==> config.mk <==
export PLATFORM = sky130hd
export DESIGN_NAME = geo2px_div
export DESIGN_NICKNAME = d
export VERILOG_FILES = /design/src/design/geo2px_pkg.sv /design/src/design/geo2px_div.sv
export SDC_FILE = /design/constraint.sdc
export NUM_CORES = 1
export LEC_CHECK = 0
export BUFFER_PORTS_ARGS = -buffer_cell sky130_fd_sc_hd__buf_2
export CORE_MARGIN = 2
export CORE_UTILIZATION = 50
export CTS_BUF_LIST = sky130_fd_sc_hd__clkbuf_16
export CTS_CLUSTER_SIZE = 10
export DETAILED_ROUTE_END_ITERATION = 7
export PLACE_DENSITY = 0.77
export SETUP_SLACK_MARGIN = 0.5
export SKIP_CTS_REPAIR_TIMING = 1
export SKIP_LAST_GASP = 1
export SLEW_MARGIN = 20
export SYNTH_ARGS = -nofsm -noshare
export SYNTH_HDL_FRONTEND = slang
export SYNTH_SLANG_ARGS = --single-unit
==> constraint.sdc <==
create_clock -name clk -period 2.57 [get_ports clk]
set_clock_uncertainty 0.05 [all_clocks]
set_input_delay 0.257 -clock clk [delete_from_list [all_inputs] [get_ports clk]]
set_output_delay 0.257 -clock clk [all_outputs]
set_load 0.05 [all_outputs]
==> src/design/geo2px_pkg.sv <==
// ----------------------------------------------------------------------------
// geo2px_pkg
// types and constants shared by the geographic-to-pixel converter
// ----------------------------------------------------------------------------
package geo2px_pkg;

  localparam int LNG_W  = 29;
  localparam int LAT_W  = 28;
  localparam int PIX_W  = 16;
  localparam int CNT_CFG_W = 5;
  localparam int DIFF_W = 30;               // coordinate differences
  localparam int DPIX_W = PIX_W + 1;        // pixel differences
  localparam int PROD_W = DIFF_W + DPIX_W;  // dq * dp
  localparam int SQA_W  = 2 * DIFF_W;
  localparam int SQB_W  = 2 * (LAT_W + 1);
  localparam int DIST_W = SQA_W + 1;
  localparam int NUM_W  = PROD_W + 9;       // 2 * 256 * |dq*dp| + |dk|
  localparam int DEN_W  = DIFF_W + 1;       // 2 * |dk|
  localparam int RES_W  = NUM_W + 2;

  // square of 180 degrees in microdegrees
  localparam logic [DIST_W-1:0] DIST_LIMIT = DIST_W'(64'd32400000000000000);

  localparam logic ACT_WRITE   = 1'b0;
  localparam logic ACT_CONVERT = 1'b1;

  localparam logic [1:0] STAT_OK      = 2'd0;
  localparam logic [1:0] STAT_EQ_LNG  = 2'd1;
  localparam logic [1:0] STAT_EQ_LAT  = 2'd2;

  typedef struct packed {
    logic [LNG_W-1:0] lng;
    logic [LAT_W-1:0] lat;
    logic [PIX_W-1:0] col;
    logic [PIX_W-1:0] row;
  } entry_t;

  typedef enum logic [2:0] {
    ST_IDLE,
    ST_SCAN,
    ST_MUL,
    ST_SETUP,
    ST_DIV,
    ST_FIN,
    ST_HOLD
  } state_t;

  function automatic logic [31:0] sat32(input logic signed [RES_W-1:0] v);
    logic [31:0] r;
    if (v > $signed(RES_W'(64'sd2147483647))) begin
      r = 32'h7fff_ffff;
    end else if (v < -$signed(RES_W'(64'sd2147483648))) begin
      r = 32'h8000_0000;
    end else begin
      r = v[31:0];
    end
    return r;
  endfunction

endpackage

==> src/design/geo2px_div.sv <==
// ----------------------------------------------------------------------------
// geo2px_div
// restoring divider, one quotient bit per cycle
// ----------------------------------------------------------------------------
module geo2px_div (
  input  logic                          clk,
  input  logic                          rst_n,
  input  logic                          start,
  input  logic [geo2px_pkg::NUM_W-1:0]  num,
  input  logic [geo2px_pkg::DEN_W-1:0]  den,
  output logic                          done,
  output logic [geo2px_pkg::NUM_W-1:0]  quo
);
  import geo2px_pkg::*;

  localparam int STEP_W = $clog2(NUM_W + 1);

  logic [NUM_W-1:0]  qn_r;
  logic [DEN_W:0]    rem_r;
  logic [DEN_W-1:0]  den_r;
  logic [STEP_W-1:0] step_r;
  logic              busy_r;
  logic              done_r;
  logic [DEN_W:0]    rem_sh;
  logic              fits;

  always_comb begin
    rem_sh = {rem_r[DEN_W-1:0], qn_r[NUM_W-1]};
    fits   = rem_sh >= {1'b0, den_r};
  end

  always_ff @(posedge clk) begin
    if (!rst_n) begin
      busy_r <= 1'b0;
      done_r <= 1'b0;
    end else begin
      done_r <= 1'b0;
      if (start) begin
        busy_r <= 1'b1;
      end else if (busy_r && step_r == STEP_W'(1)) begin
        busy_r <= 1'b0;
        done_r <= 1'b1;
      end
    end
  end

  always_ff @(posedge clk) begin
    if (start) begin
      qn_r   <= num;
      rem_r  <= '0;
      den_r  <= den;
      step_r <= STEP_W'(NUM_W);
    end else if (busy_r) begin
      rem_r  <= fits ? rem_sh - {1'b0, den_r} : rem_sh;
      qn_r   <= {qn_r[NUM_W-2:0], fits};
      step_r <= step_r - STEP_W'(1);
    end
  end

  assign done = done_r;
  assign quo  = qn_r;

endmodule

==> summary.md <==
| Metric | Value |
|---|---|
| First-pass GRT wire length | 27170 um |
| Global-route usage over all layers | 23.68% |
| Syn_nets | roughly 740 |
| CP Data Required Time | 2.82 ns |
| Layout cells sized above 1 | 43.26% |
| Synth warn | 0 |
| Antenna Nets Post-Route | 0 |
| Mapped cell area | roughly 6900 sq um |
| Largest net degree at the start of global routing | 59 |
| DR vias | between 5000 and 6000 |
| Ports | approximately 150 |
| Crit-path cells | inv_2 -> ha_4 -> fa_2 -> nor2b_2 -> o31a_1 -> a21o_1 -> o21ai_2 -> a221o_1 -> nand3_4 -> buf_12 -> buf_4 -> mux2i_1 -> a211oi_1 |
| Post-synthesis sequential area ratio | 49.43% |
| Unrepaired setup endpoints after global routing | yes |
| Total gr overflow | 0 |
| H-tree depth | 4 |
| Total die area | between 10000 and 15000 sq um |
| Fmax | 351.8 MHz |
| Final Slew Violations | 0 |
| Vias in the first global route | 5729 |
| Critical path's slowest cell | edfxtp_1 |
| Status | complete, but fails checks |
| MaxCap Viol Count | 0 |
| Setup TNS | -6.390 ns |
| DIE WIDTH | 121.2 um |
| CTS Buffer Depth | 2 |
| Routed len/inst | about 16 um |
| Max_slew headroom | 49.27% |
| Area delta synth->final | 42.17% |
| Hold_ws | 0.01257 ns |
| Layout net count | 1024 |
| Synth Register Bits | 126 |
| Asr flop ratio synth | 0% |
| Starting Density | between 50% and 60% |
| Core area | 13350 sq um |
| Worst-Skew Late Latency | 0.43 ns |
| Yosys cell types | 60 |
| I/O Buffers | 146 |
| Post-Place Cell Area | ~8500 sq um |
| Source of the worst register-to-register timing path | quo[55] |
| Crit path largest cell delay | 0.39 ns |
| CP startpoint | quo[55] |
| PwrDens | 722.6 nW/um^2 |
| Final Hold Vio Count | 0 |
| Num Clock Sinks | 126 |
| Iteration-0 DRC Markers | 335 |
| DRC | 0 |
| Worst Setup Slack, final | -0.2723 ns |
| Final setup fails | 32 |
| EDFF count, synth | 87 |
| Initial antenna violation count | 0 |
| CTS root buf | clkbuf_16 |
| Dpl ws | -0.3092 ns |
| Clock transition at path regs | 0.07 ns |
| Vias/cell | 5.324 |
| P_leak | 4.229 nW |
| Critical path launch point type | flip-flop |
| Mapped Cells | 619 |
| Worst hold path type | in2reg |
| CP bufs+invs | 3 |
| Crit Path Category | reg2reg |
| CP endpoint kind | flip-flop |
| Dpl hpwl | 12570 um |
| Rows | 42 |
| Kind of cell adding the most delay to the critical path | compound AO/OA/AOI/OAI gates |
| Worst min-delay path startpoint | rst_n |
| Violated checks | negative setup slack |
| Finished Cell Area | between 9000 and 10000 sq um |
| Worst Path Arrival | slightly above 3 ns |
| Fin crit share | 110.6% |
| Fin crit period | between 2 and 3 ns |
| Top FF cell, synth | edfxtp_1 |
| DR pass1 iterations | 7 |
| # diodes | 0 |
| Slew @ Worst Pin | ~0.76 ns |
| Syn Area/Cell | 11.09 sq um |
| Number of buffers created by CTS | 17 |
| Critical path fanouts, max | 8 |
| Fillcell total | 954 |
| VDD IR max | 544.1 uV |
| Final wirelength | 17720 um |
| CTS tree | done |
| GPL Wtd Cong | 0.8725 |
| Die H | ~120 um |
## cell type report
class                           instances  area [sq um]  share of cell area, %
Sequential cell                       126          3395                  34.78
Timing Repair Buffer                  293          1967                  20.15
Tap cell                              176         220.2                  2.256
Inverter                               45         168.9                  1.731
Clock buffer                           17         425.4                  4.358
Clock inverter                         15         161.4                  1.654
Multi-Input combinational cell        417          3423                  35.07
## stage by stage
step	util (%)	std cells	total power, mW
2_1_floorplan	-	619	3.791
3_3_place_gp	63.99	1016	4.437
3_5_place_dp	63.99	1016	4.484
4_1_cts	68.38	1048	6.899
5_1_grt	73.13	1089	7.345
6_report	73.13	1089	7.053
## path summary, 6_finish.rpt
check        cells after the start  slack, ns        end
max                             13      -0.27  rem_r[28]
min                              3       0.01       done
max reg2reg                     13      -0.27  rem_r[28]
min reg2reg                      2       0.45  rem_r[28]
## logic make-up after synthesis
logic type | synth area share [%]
mux | 12.43
compound gates | 14.20
fa+ha+maj | 6.306
flops | 49.43
simple gates | 9.313
buf+inv | 4.501
xor+xnor | 3.827
## cell usage in the layout, fill, tap and decap left out, drive strengths merged, types with 6 or more instances in the layout
cell type / count
a211oi: 25
a21o: 11
a21oi: 33
a31oi: 10
buf: 262
clkbuf: 17
clkinv: 6
dfxtp: 39
dlygate4sd3: 31
edfxtp: 87
ha: 33
inv: 50
mux2: 58
mux2i: 20
nand2: 35
nand2b: 9
nand3: 13
nand4: 7
nor2: 42
nor2b: 8
o21ai: 28
xnor2: 18
xor2: 12
## synthesized netlist by cell type, drive strengths merged (8+ instances only)
library cell	instances	area, sq um
o21ai	28	140.1
nor2	42	157.7
nand3	13	70.07
a21oi	33	165.2
xnor2	18	157.7
xor2	12	105.1
inv	45	168.9
clkbuf	21	78.83
ha	33	412.9
buf	10	61.30
nand2	35	131.4
a211oi	25	187.7
mux2	58	653.1
edfxtp	87	2613
nand2b	9	56.30
nor2b	8	50.05
mux2i	20	200.2
dfxtp	39	780.8
a21o	11	82.58
a31oi	10	68.81
## worst reg2reg max path: stages, from the launching register on
cell and delay, ns:
edfxtp_1 0.39, inv_2 0.06, ha_4 0.16, fa_2 0.37
nor2b_2 0.14, o31a_1 0.17, a21o_1 0.21, o21ai_2 0.08
a221o_1 0.36, nand3_4 0.14, buf_12 0.14, buf_4 0.14
mux2i_1 0.21, a211oi_1 0.09
## layer usage
metal	vias to the layer above	track usage [%]	routed length [um]
met4	0	7.399	227
met3	21	6.767	1035
met1	2748	28.61	7544
li1	2842	-	-
met5	-	0	0
met2	187	40.87	8908
## registers in the layout, summed over array words and instances (netlist names)
signal  count
busy_r      1
quo        56
den_r      31
done        1
step_r      6
rem_r      31
## power breakdown
part	internal (mW)	total [mW]	switching, mW	leakage (nW)
logic	0.962	2.14	1.18	2.76
registers	2.40	2.51	0.118	1.19
clock network	1.44	2.40	0.960	0.284
total	4.80	7.05	2.25	4.23
No activity file was read; power rests on OpenSTA's default activity.
